<file path="src/rtl/ssvm_ram.sv">
`timescale 1ns / 1ps
// ----------------------------------------------------------------------------
// Generic RAM
// Single write port, single read port, registered read.
// ----------------------------------------------------------------------------
module ssvm_ram #(
    parameter int Width = 32,
    parameter int Depth = 64
) (
    input  logic                     clk,
    input  logic                     we,
    input  logic [$clog2(Depth)-1:0] waddr,
    input  logic [Width-1:0]         wdata,
    input  logic [$clog2(Depth)-1:0] raddr,
    output logic [Width-1:0]         rdata
);

    logic [Width-1:0] mem [Depth];

    always_ff @(posedge clk)
    begin
        if (we)
            mem[waddr] <= wdata;
        rdata <= mem[raddr];
    end

endmodule

</file>
<file path="config.mk">
export PLATFORM = sky130hd
export DESIGN_NAME = ssvm_ram
export DESIGN_NICKNAME = d
export VERILOG_FILES = /design/src/rtl/ssvm_ram.sv
export SDC_FILE = /design/constraint.sdc
export NUM_CORES = 2
export LEC_CHECK = 0
export ABC_AREA = 1
export BUFFER_PORTS_ARGS = -buffer_cell sky130_fd_sc_hd__buf_4
export CORE_MARGIN = 8
export CORE_UTILIZATION = 40
export DETAILED_ROUTE_END_ITERATION = 8
export SYNTH_ARGS = -nofsm -noshare
export SYNTH_HDL_FRONTEND = slang
export SYNTH_SLANG_ARGS = --single-unit
</file>
<file path="constraint.sdc">
create_clock -name clk -period 14.2 [get_ports clk]
set_input_delay 2.84 -clock clk [delete_from_list [all_inputs] [get_ports clk]]
set_output_delay 2.84 -clock clk [all_outputs]
set_load 0.02 [all_outputs]
</file>
==> impl_metrics.ini <==
[floorplan]
die_x_um = 470.8
fp-row-count = 167
die-area_um2 = 221700
core_area_um2 = 206400
start_util = 0.4008
ios = 78
die_h_um = 470.8

[grt]
grt_max_degree = 275
overflow = 0
grt_pass1_wl_um = 350700
grt_pass1_vias = 50393
grt_use_total = 0.2116
antenna_found_initial = 15

[synth]
synth_edf_count = 2048
ys_seq_area_frac = 0.7510
synth_xor_area_frac = 0
ys_warn_count = 0
syn_nets = 6815
synthAdderAreaFrac = 0
synth.avg_cell_area_um2 = 12.22
synth_top_cell_by_area = edfxtp_1
netlist_area_um2 = 82740
synthArstFlopShare = 0
synth_top_family_by_area = simple AND/OR/NAND/NOR gates
ys_seq_elements = 2080
ys.flop_type = edfxtp_1
synth_compound_area_frac = 0
muxShareOfSynthArea = 0
synth_cell_types = 16
synth_top_cells_by_area = edfxtp_1, nand3_1, nand2_1, buf_2, dfxtp_1
synth-simple-area-share = 0.2212
synth_top_area_frac = 0.7433
yosysMostFrequentCell = nand2_1
synthTopCellsByCount = nand2_1, edfxtp_1, nand3_1, buf_2, clkbuf_1
syn-instance-count = 6769

[pwr]
seqPwrFrac = 0.534
p_leak_nw = 32.00
p_sw_mw = 2.930
switching_share = 0.2289
ir_drop_mv = 0.1378
power_frac_comb = 0.061
power.density_nw_per_um2 = 138.7
p_int_mw = 9.868
clkPwrFrac = 0.405

[cells_and_area]
stdcell_count = 9609
n_fill_cell = 18395
drive_above_1_share = 0.07820
final_nets = 6771
area_growth_pct = 11.56

[cts]
cts_max_level = 4
cts_made_buffers = 207
clk_pin_slew_worst_paths_ns = 0.06
cts_tree = yes
post_cts_buffers = 0
clk_path_buf_depth = 3
numClockSinks = 2080
insertion_delay_ns = 0.85
cts_resized = 0
postCtsHoldBufs = 0
cts-root-buf = clkbuf_16

[sta]
min_period_over_period = 0.4607
holdWs_ns = 0.8213
tightest_slew_ns = 1.214
hold_viol_final = 0
rsz0062_at_grt = false
clock-skew-final_ns = 0.03119
post-route-min-period_ns = 6.543
finalSetupViolCount = 0
drv_slew = 0
setup_tns_ns = 0
slew_headroom = 0.1905
max_freq_mhz = 152.8

[placement]
gp_congestion = 0.8066
dpl.hpwl_um = 122700
place_inst = 9220
place.port_buffers = 77

[setup_path]
regToRegStartpoint = mem[17][27]
slowest_stage = buf_4
cp-startpoint = raddr[0]
crit_cells = 12
worstPathRequired_ns = 14.99
path_cells = buf_8, buf_4, buf_4, buf_4, nand2_1, nand3_1, nand3_1, nand3_1, nand3_1, nand2_1, nand2_1, nand2_1
critPathKind = input pin to flip-flop
critical-path-top-delay-family = buffers and inverters
cp-start-kind = input pin
arrival_ns = 7.33
cp_slowest_stage_delay_ns = 0.86
worstSetupEndpointType = flip-flop
crit_buf_inv = 4
rr_worst_depth = 8
crit_fanout = 87

[hold_path]
hold_depth = 8
min_from = mem[52][23]
hp-class = flip-flop to flip-flop

[routing]
antenna_left = 0
route.vias.total = 53628
drt_first_pass_iters = 6
drc = 0
vias_per_cell = 5.581
drt_wl_total_um = 242700
avgRoutedWirePerCell_um = 25.26
drtIter0Drc = 6483

[run]
maxCapViolCount = 0

[status]
status = completed
[layout make-up]
class / count / area, um^2 / share of cell area
Timing Repair Buffer: 196 / 1560 / 0.01690
Antenna cell: 12 / 30.03 / 0.0003253
Multi-Input combinational cell: 4228 / 18770 / 0.2033
Clock buffer: 271 / 5564 / 0.06028
Tap cell: 2704 / 3383 / 0.03665
Clock inverter: 106 / 774.5 / 0.008391
Sequential cell: 2080 / 62140 / 0.6732
Inverter: 12 / 81.33 / 0.0008811
[worst min-delay path, stage by stage (launching register included)]
cell and delay, ns:
edfxtp_1 0.32, nand2_1 0.05, nand3_1 0.06, nand3_1 0.06
nand3_1 0.07, nand3_1 0.07, nand2_1 0.06, nand2_1 0.05
nand2_1 0.06
[state kept, by name, indices dropped and copies added, names as in the netlist]
signal,flops
mem,2048
rdata,32
[metal layers]
metal  wire, um  up-vias  share of wire  global-route usage
met3      19370      457          0.080             0.03327
met2     112400     2469           0.46              0.3326
li1           -    24067              -                   -
met5        115        -        0.00047                   0
met4      10670       20          0.044             0.08860
met1     100200    26615           0.41              0.2944
[power groups by stage]
stage / Clock [mW] / Sequential, mW / Combinational [mW]
after floorplan: 0 / 6.95 / 0.418
after global placement: 0 / 6.96 / 0.776
after detailed placement: 0 / 6.97 / 0.783
after CTS: 5.25 / 6.84 / 0.785
after global routing: 5.49 / 6.83 / 0.846
final: 5.18 / 6.83 / 0.784
[worst paths after layout]
path | to | slack (ns)
setup / recovery | rdata[20] | 7.66
hold / removal | rdata[23] | 0.82
setup reg to reg | rdata[27] | 12.30
hold reg to reg | rdata[23] | 0.82
[kinds of logic (layout without fill, tap and decap cells)]
group	Yosys count	count (layout)
buffers and inverters	461	585
flip-flops	2080	2080
other	0	12
AND/OR/NAND/NOR	4228	4228
[per-stage QoR]
step	power (mW)	utilization	area, um^2	setup slack, ns
3_5_place_dp	7.748	0.4163	85930	6.838
5_1_grt	13.17	0.4470	92280	7.480
6_report	12.80	0.4471	92300	7.657
3_3_place_gp	7.741	0.4163	85930	6.838
4_1_cts	12.87	0.4470	92270	7.745
2_1_floorplan	7.371	-	82740	7.230
[cell usage in the layout (no fill, tap or decap), types with 6 or more instances in the layout]
master     Yosys  final
nand3_1     1907   1907
nor4_2         0      8
inv_1          9      6
nand2_1     2248   2248
clkbuf_16      0    210
nand4_1        9      9
clkinv_2       0     32
dfxtp_1       32     32
bufinv_16      0      8
inv_6          0      6
edfxtp_1    2048   2048
clkinv_1       0     51
nor2_4         0     56
buf_4         45    187
clkbuf_8       0      8
clkbuf_1      77     53
diode_2        0     12
(Power assumes the default switching activity.)
