### src/rtl/ssvm_pkg.sv
`timescale 1ns / 1ps
// ----------------------------------------------------------------------------
// Sparse SVM update package
// Shared widths, codes and arithmetic helpers for the sparse SVM trainer.
// ----------------------------------------------------------------------------
package ssvm_pkg;

    localparam int DimW   = 12;
    localparam int RowW   = 6;
    localparam int CntW   = 7;
    localparam int RowMax = 64;
    localparam int RowEntW = 44;

    localparam logic [1:0] OP_ELEM = 2'd0;
    localparam logic [1:0] OP_PASS = 2'd1;
    localparam logic [1:0] OP_READ = 2'd2;

    localparam logic [1:0] KIND_ROW  = 2'd0;
    localparam logic [1:0] KIND_READ = 2'd1;
    localparam logic [1:0] KIND_PASS = 2'd2;

    localparam logic [1:0] CFG_STEP  = 2'd0;
    localparam logic [1:0] CFG_MU    = 2'd1;
    localparam logic [1:0] CFG_DECAY = 2'd2;

    typedef struct packed {
        logic start;
        logic [23:0] dividend;
        logic [15:0] divisor;
    } div_req_t;

    function automatic logic signed [31:0] sat32(input logic signed [63:0] x);
        logic signed [31:0] r;
        if (x > 64'sd2147483647)
            r = 32'sh7fffffff;
        else if (x < -64'sd2147483648)
            r = 32'sh80000000;
        else
            r = x[31:0];
        return r;
    endfunction

endpackage

### src/rtl/ssvm_div.sv
`timescale 1ns / 1ps
// ----------------------------------------------------------------------------
// Restoring divider
// Unsigned 24 by 16 bit division, one quotient bit per cycle.
// ----------------------------------------------------------------------------
module ssvm_div (
    input  logic                clk,
    input  logic                rst_n,
    input  ssvm_pkg::div_req_t  req,
    output logic                done,
    output logic [23:0]         quotient
);

    logic [4:0]  cnt_reg, cnt_next;
    logic        busy_reg, busy_next;
    logic [23:0] q_reg, q_next;
    logic [16:0] rem_reg, rem_next;
    logic [15:0] den_reg, den_next;
    logic [16:0] trial;

    always_comb
    begin
        busy_next = busy_reg;
        cnt_next  = cnt_reg;
        q_next    = q_reg;
        rem_next  = rem_reg;
        den_next  = den_reg;
        trial     = {rem_reg[15:0], q_reg[23]};
        done      = 1'b0;
        if (req.start)
        begin
            busy_next = 1'b1;
            cnt_next  = 5'd0;
            q_next    = req.dividend;
            rem_next  = 17'd0;
            den_next  = req.divisor;
        end
        else if (busy_reg)
        begin
            q_next = {q_reg[22:0], 1'b0};
            if (trial >= {1'b0, den_reg})
            begin
                rem_next  = trial - {1'b0, den_reg};
                q_next[0] = 1'b1;
            end
            else
                rem_next = trial;
            cnt_next = cnt_reg + 5'd1;
            if (cnt_reg == 5'd23)
            begin
                busy_next = 1'b0;
                done      = 1'b1;
            end
        end
        quotient = q_next;
    end

    always_ff @(posedge clk or negedge rst_n)
    begin
        if (!rst_n)
        begin
            busy_reg <= 1'b0;
            cnt_reg  <= 5'd0;
        end
        else
        begin
            busy_reg <= busy_next;
            cnt_reg  <= cnt_next;
        end
    end

    always_ff @(posedge clk)
    begin
        q_reg   <= q_next;
        rem_reg <= rem_next;
        den_reg <= den_next;
    end

endmodule

### config.mk
export PLATFORM = sky130hd
export DESIGN_NAME = ssvm_div
export DESIGN_NICKNAME = d
export VERILOG_FILES = /design/src/rtl/ssvm_pkg.sv /design/src/rtl/ssvm_div.sv
export SDC_FILE = /design/constraint.sdc
export NUM_CORES = 1
export LEC_CHECK = 0
export ABC_CLOCK_PERIOD_IN_PS = 3200
export BUFFER_PORTS_ARGS = -buffer_cell sky130_fd_sc_hd__buf_2
export CAP_MARGIN = 20
export CORE_MARGIN = 2
export CORE_UTILIZATION = 55
export DETAILED_ROUTE_END_ITERATION = 10
export GPL_TIMING_DRIVEN = 0
export PLACE_DENSITY = 0.87
export SETUP_SLACK_MARGIN = 0.5
export SYNTH_ARGS = -nofsm -noshare
export SYNTH_HDL_FRONTEND = slang
export SYNTH_SLANG_ARGS = --single-unit
### constraint.sdc
create_clock -name clk -period 3.2 [get_ports clk]
set_clock_uncertainty 0.15 [all_clocks]
set_input_delay 0.64 -clock clk [delete_from_list [all_inputs] [get_ports clk]]
set_output_delay 0.64 -clock clk [all_outputs]
set_load 0.005 [all_outputs]
==> key figures, run 1 <==
Yosys
  – Sequential area share after synthesis: 0.409
  – Syn Nets: 442
  – Synth Area in Adders: 0.0665
  – Post-Synth XOR/XNOR Area: 0.0225
  – Mux cell area share after synthesis: 0.0744
  – Mapped Area: 3500 µm²
  – FF+latch count, synth: a little over 60
  – Ys async rst share: 0.0968
  – Complex-gate fraction of the synthesized area: 0.196
  – Synth cell types: 63
  – Main synth FF type: dfxtp_1
  – Synthesized instance count: 381
  – Largest family of logic cells by synthesized area: compound AO/OA/AOI/OAI gates
  – Post-synth EDFFs: 16
  – Synth Area in Simple Gates: 0.168
  – Synth warn: 0
  – Mapped Avg Cell Area: ~9 µm²

Place
  – Buffers on Ports: 67
  – Post-Place Setup Slack: around 0.032 ns
  – Routability cong.: around 0.97
  – DPL Wire Length: 6.06 mm

Floorplan
  – Die area: 7010 µm²
  – Core area: 6240 µm²
  – # rows: 29
  – Initial Util: 0.560
  – Die width: roughly 84 µm
  – Die height: 83.7 µm
  – Top Ports: 68

Finish
  – Layout cells sized above 1: 0.274
  – Multi-input gate area: 1960 µm²
  – Antenna fix cells: 0
  – Max FFs per register: 24
  – Register area: 1430 µm²
  – Area grow syn2layout: 23.4%
  – Layout Nets: 527
  – # fillers: 473

Worst setup path
  – Crit path DAT: 2.49 ns
  – WP data required: roughly 2.4 ns
  – CP max stage cell: ha_1
  – CP bufs+invs: 2
  – Worst setup EP type: primary output
  – Crit-path max cell delay: 0.37 ns
  – Startpoint types: register
  – CP Max Fanout: 5
  – Worst setup path class: reg2out
  – Largest delay share family, worst path: compound AO/OA/AOI/OAI gates
  – CP Cell Sequence: ha_1 -> a21oi_2 -> a2111o_1 -> a31oi_4 -> a211o_4 -> buf_8 -> mux2i_4 -> o21ai_2 -> buf_2

Power
  – Total chip power: around 0.0031 W
  – Max VDD drop: 0.554 mV
  – LEAKAGE: 2.11 nW
  – Power per cell area: ~730 nW/µm²

Drt
  – TritonRoute pass-1 iters: 5
  – Routed Antenna Nets: 0
  – Detailed Route WL: about 8.6 mm
  – Drc violations: 0
  – Via density: 5.92
  – DR vias: 3243
  – Iter 0 DRT Violations: 241
  – Routed length per placed instance: 15.7 µm

Timing
  – Fin. Hold Viols: 0
  – Final Max Slew Viols: 0
  – RSZ-0062 raised after global routing: yes
  – Slew margin rel.: 0.534
  – # setup viols final: 1
  – Min setup slack post-route: -0.0809 ns
  – FMAX: between 0.3 and 0.4 GHz
  – Tcrit/Tclk final: 1.03
  – Final Critical Period: 3.28 ns
  – Worst-Margin Slew: between 0.6 and 0.7 ns

Global route
  – Initial antenna violation count: 0
  – Largest net degree at the start of global routing: 23
  – Remaining global-route overflow: 0
  – Tot GR Track Use: 0.251
  – Vias in the first global route: around 3200
  – First-pass GRT wire length: roughly 14 mm

Clock network
  – CTS tree: done
  – CTS Buffer Depth: 2
  – Max H-tree Level: 3
  – CTS clk-pin slew, worst paths: 0.07 ns
  – Num CTS Buffers: 9
  – Root buf cell: clkbuf_8
  – Worst-skew pair later-pin latency: 0.34 ns
  – Sink Count: 62

Run status
  – Outcome: finished with violations
  – Failing checks: setup timing

Hold path
  – Min-Delay Path Class: in2reg

Flow run
  – Max-cap violation count: 0
## report_power, final
part | internal, W | leakage (nW) | switching, W | total (W)
clock | 0.000358 | 0.0904 | 0.000297 | 0.000655
sequential | 0.000941 | 0.565 | 0.000101 | 0.00104
combinational | 0.000646 | 1.46 | 0.000805 | 0.00145
total | 0.00195 | 2.11 | 0.00120 | 0.00315
## what timing repair did
item | in CTS | in global routing
hold buffers | 1 | 0
pin swaps | 4 | 4
cloned | 0 | 0
endpoints found under the setup margin | 33 | 38
endpoints found under the hold margin | 6 | 0
setup buffers | 5 | 1
gates resized for setup | 9 | 29
## final timing paths
check	from	to	slack, ns	cells after the start
max in group asynchronous	rst_n	cnt_reg[3]	2.27	2
min reg2reg	rem_reg[6]	rem_reg[7]	0.35	2
min in group asynchronous	rst_n	cnt_reg[2]	0.49	2
max	rem_reg[3]	quotient[0]	-0.08	9
max reg2reg	den_reg[8]	rem_reg[10]	0.30	11
min	req[8]	den_reg[8]	0.32	1
## layout make-up
type / count / area share
Inverter: 21 / 0.0183
Clock buffer: 12 / 0.0313
Buffer: 19 / 0.0389
Sequential cell: 62 / 0.332
Timing Repair Buffer: 74 / 0.0919
Clock inverter: 4 / 0.0110
Multi-Input combinational cell: 279 / 0.454
Tap cell: 77 / 0.0223
## Yosys cell counts, types with 3 or more instances
cell      instances  area share
edfxtp_1         16        0.14
nand4_1           4      0.0072
nand3_1           9       0.013
dfxtp_1          40        0.23
o31ai_1           4      0.0086
clkbuf_1          8      0.0086
nor3_1            3      0.0043
o21ai_0          38       0.054
xnor2_1           3      0.0075
o211a_1           3      0.0086
a31oi_1           4      0.0072
clkbuf_8          5       0.020
nand2b_1          5      0.0089
ha_1             17       0.061
nor3b_1           4      0.0086
dfrtp_1           6       0.043
nor2_1           28       0.030
a21o_1            4      0.0086
nand2_1          49       0.053
a311oi_1         10       0.025
xor2_1            6       0.015
a21oi_1          16       0.023
mux2i_1          26       0.074
inv_1            21       0.023
o21a_1            3      0.0064
## cells by family after synthesis
family	count (synthesis)
simple gates	123
compound gates	103
flops	62
buf+inv	40
mux	26
fa+ha+maj	18
xor+xnor	9
## stage by stage
stage / TNS, ns / utilization / cell area [µm²] / cells / hold WS [ns]
finish: -0.0809 / 0.691 / 4320 / 548 / 0.321
global route: -0.170 / 0.691 / 4320 / 548 / 0.306
CTS: -0.195 / 0.673 / 4200 / 547 / 0.314
detailed placement: 0 / 0.632 / 3940 / 525 / 0.315
global placement: 0 / 0.632 / 3940 / 525 / 0.314
floorplan: 0 / - / 3510 / 381 / 0.194
## routing by layer
layer,share of wire,vias to the layer above,global-route usage
met3,0.094,26,0.0712
li1,-,1557,-
met5,0,-,0
met1,0.40,1493,0.301
met4,0.025,0,0.0982
met2,0.48,167,0.427
## cell usage in the layout, fill, tap and decap left out, drive strengths merged, types with 5 or more instances in the layout
cell	instances
buf	79
nand2	49
dfxtp	40
o21ai	38
nor2	28
mux2i	26
clkbuf	25
inv	21
ha	17
edfxtp	16
a21oi	16
a311oi	10
nand3	9
xor2	6
dfrtp	6
nand2b	5
a21o	5
a31oi	5
(Power assumes the default switching activity.)
==> run 2, diff against run 1 <==
--- a/config.mk
+++ b/config.mk
@@ -12,7 +12,7 @@
 export CORE_UTILIZATION = 55
 export DETAILED_ROUTE_END_ITERATION = 10
 export GPL_TIMING_DRIVEN = 0
-export PLACE_DENSITY = 0.87
+export PLACE_DENSITY = 0.8
 export SETUP_SLACK_MARGIN = 0.5
 export SYNTH_ARGS = -nofsm -noshare
 export SYNTH_HDL_FRONTEND = slang
==> run 2 against run 1 <==
  * The flow still finishes with violations (setup timing)
  * Via count hardly changed
  * Cell count increased by 0.55%
  * Worst hold slack lost 0.0099 ns
  * Wire length up 1.4%
  * First-iteration DRC count increased by 4.6%
  * Global-route usage down 0.50 points
  * Largest power group unchanged
==> key figures, run 2 (synthesis gave the netlist of run 1 again) <==
Clock network
  – Num CTS Buffers: 9
  – CTS clk-pin slew, worst paths: about 0.07 ns
  – Sink Count: 62
  – CTS Buffer Depth: 2
  – Max H-tree Level: 3
  – CTS tree: done
  – Worst-skew pair later-pin latency: 0.36 ns
  – Root buf cell: clkbuf_8

Drt
  – Drc violations: 0
  – Routed length per placed instance: 15.8 µm
  – TritonRoute pass-1 iters: 5
  – Routed Antenna Nets: 0
  – Detailed Route WL: 8.72 mm
  – DR vias: 3246
  – Iter 0 DRT Violations: ~250
  – Via density: 5.89

Floorplan
  – # rows: 29
  – Core area: between 6000 and 7000 µm²
  – Die area: 7010 µm²
  – Die width: 83.7 µm
  – Die height: 83.7 µm
  – Top Ports: 68
  – Initial Util: 0.560

Global route
  – Initial antenna violation count: 0
  – Tot GR Track Use: 0.246
  – Vias in the first global route: 3102
  – Largest net degree at the start of global routing: 23
  – First-pass GRT wire length: 13.9 mm
  – Remaining global-route overflow: 0

Worst setup path
  – Worst setup EP type: primary output
  – Capturing point of the worst reg2reg path: rem_reg[5]
  – Startpoint types: register
  – Worst setup path class: reg2out
  – Worst reg2reg path startpoint: den_reg[8]
  – CP Max Fanout: 10
  – WP data required: 2.41 ns
  – R2r setup slk: 0.28 ns
  – Crit path DAT: 2.46 ns
  – Reg2reg path depth: 11

Place
  – Buffers on Ports: 67
  – Placed Area: 3940 µm²
  – Routability cong.: 0.911
  – DPL Wire Length: ~5.9 mm

Timing
  – Min setup slack post-route: -0.0545 ns
  – # setup viols final: 1
  – RSZ-0062 raised after global routing: yes
  – Setup_tns: -0.0545 ns
  – Worst-Margin Slew: 0.746 ns
  – Slew margin rel.: 0.502
  – Fin. Hold Viols: 0
  – FMAX: 0.307 GHz
  – Tcrit/Tclk final: 1.02
  – WHS: 0.311 ns
  – Final Critical Period: 3.25 ns
  – Final Max Slew Viols: 0

Finish
  – Max FFs per register: 24
  – Commonest non-fill, non-tap cell in the layout: buf_2
  – Antenna fix cells: 0
  – Area grow syn2layout: 24.2%
  – Fin area: between 4000 and 5000 µm²
  – Layout cells sized above 1: 0.283
  – Post-layout util: 0.696
  – Commonest cells after routing, fill and taps aside: 67 x buf_2, 49 x nand2_1, 39 x dfxtp_1
  – Layout Nets: 530

Power
  – Internal Pwr Total: 0.00188 W
  – Clock Power Share: 0.194
  – Power per cell area: slightly above 700 nW/µm²
  – Max VDD drop: 0.399 mV
  – Switching share of power: 0.397
  – Seq pwr share: 0.336
  – Total chip power: 0.00311 W
  – LEAKAGE: 2.13 nW
  – Logic pwr share: 0.470
  – Switching power of the nets: 0.00124 W

Hold path
  – Min-Delay Path Class: in2reg
  – Hold Path End: den_reg[13]
  – WHS Path Cells: 1
  – Startpoint of the worst hold path: req[13]

Run status
  – Outcome: finished with violations
  – Failing checks: setup timing

Flow run
  – Max-cap violation count: 0
-- run 2: how the worst max path moves through the flow --
stage               slack [ns]  depth (start not counted)            to        from
global placement          0.10                         10   quotient[0]  rem_reg[7]
finish                   -0.05                         10   quotient[0]  rem_reg[8]
detailed placement        0.08                          6  quotient[10]     req[40]
global route             -0.19                         10   quotient[0]  den_reg[2]
floorplan                 0.45                         10   quotient[0]  den_reg[6]
CTS                      -0.12                         11   quotient[0]  den_reg[6]
-- run 2: metrics by stage --
step / cells / worst slack (ns)
final: 551 / -0.0545
after detailed placement: 525 / 0.0761
after global routing: 551 / -0.186
after CTS: 549 / -0.116
after global placement: 525 / 0.105
after floorplan: 381 / 0.454
-- run 2: worst max-delay path, cell delays in order, from the launching register on --
cell and delay, ns:
dfxtp_1 0.36, ha_1 0.30, clkbuf_8 0.15, nand4_1 0.16, a2111o_1 0.37, a31oi_4 0.19
a211o_4 0.15, buf_8 0.10, mux2i_1 0.06, o21ai_1 0.15, buf_2 0.14
-- run 2: cell type report --
| class | instances | area (µm²) |
|---|---|---|
| buffer | 19 | 166 |
| clock buffer | 10 | 128 |
| clock inverter | 6 | 37.5 |
| fill | 509 | 1900 |
| inverter | 21 | 78.8 |
| multi-input combinational | 279 | 1980 |
| sequential | 62 | 1430 |
| tap | 77 | 96.3 |
| timing repair buffer | 77 | 419 |
-- run 2: what timing repair did --
action                                 CTS  global route
pin swaps                                5             5
setup endpoints to repair               34            35
hold buffers                             1             0
gates resized for setup                 15            24
endpoints found under the hold margin    6             0
setup buffers                            7             2
-- run 2: layer usage --
layer | GRT usage | vias to the layer above | share of wire
met5 | 0 | - | 0
met4 | 0.0777 | 0 | 0.021
met3 | 0.0732 | 22 | 0.089
met2 | 0.415 | 161 | 0.47
met1 | 0.304 | 1501 | 0.42
li1 | - | 1562 | -
-- run 2: power by group through the flow --
stage               Sequential [W]  Combinational [W]  Clock, W
floorplan                  0.00102           0.000933         0
detailed placement         0.00105            0.00121         0
global route               0.00106            0.00159  0.000646
finish                     0.00104            0.00146  0.000604
CTS                        0.00104            0.00135  0.000611
global placement           0.00104            0.00119         0
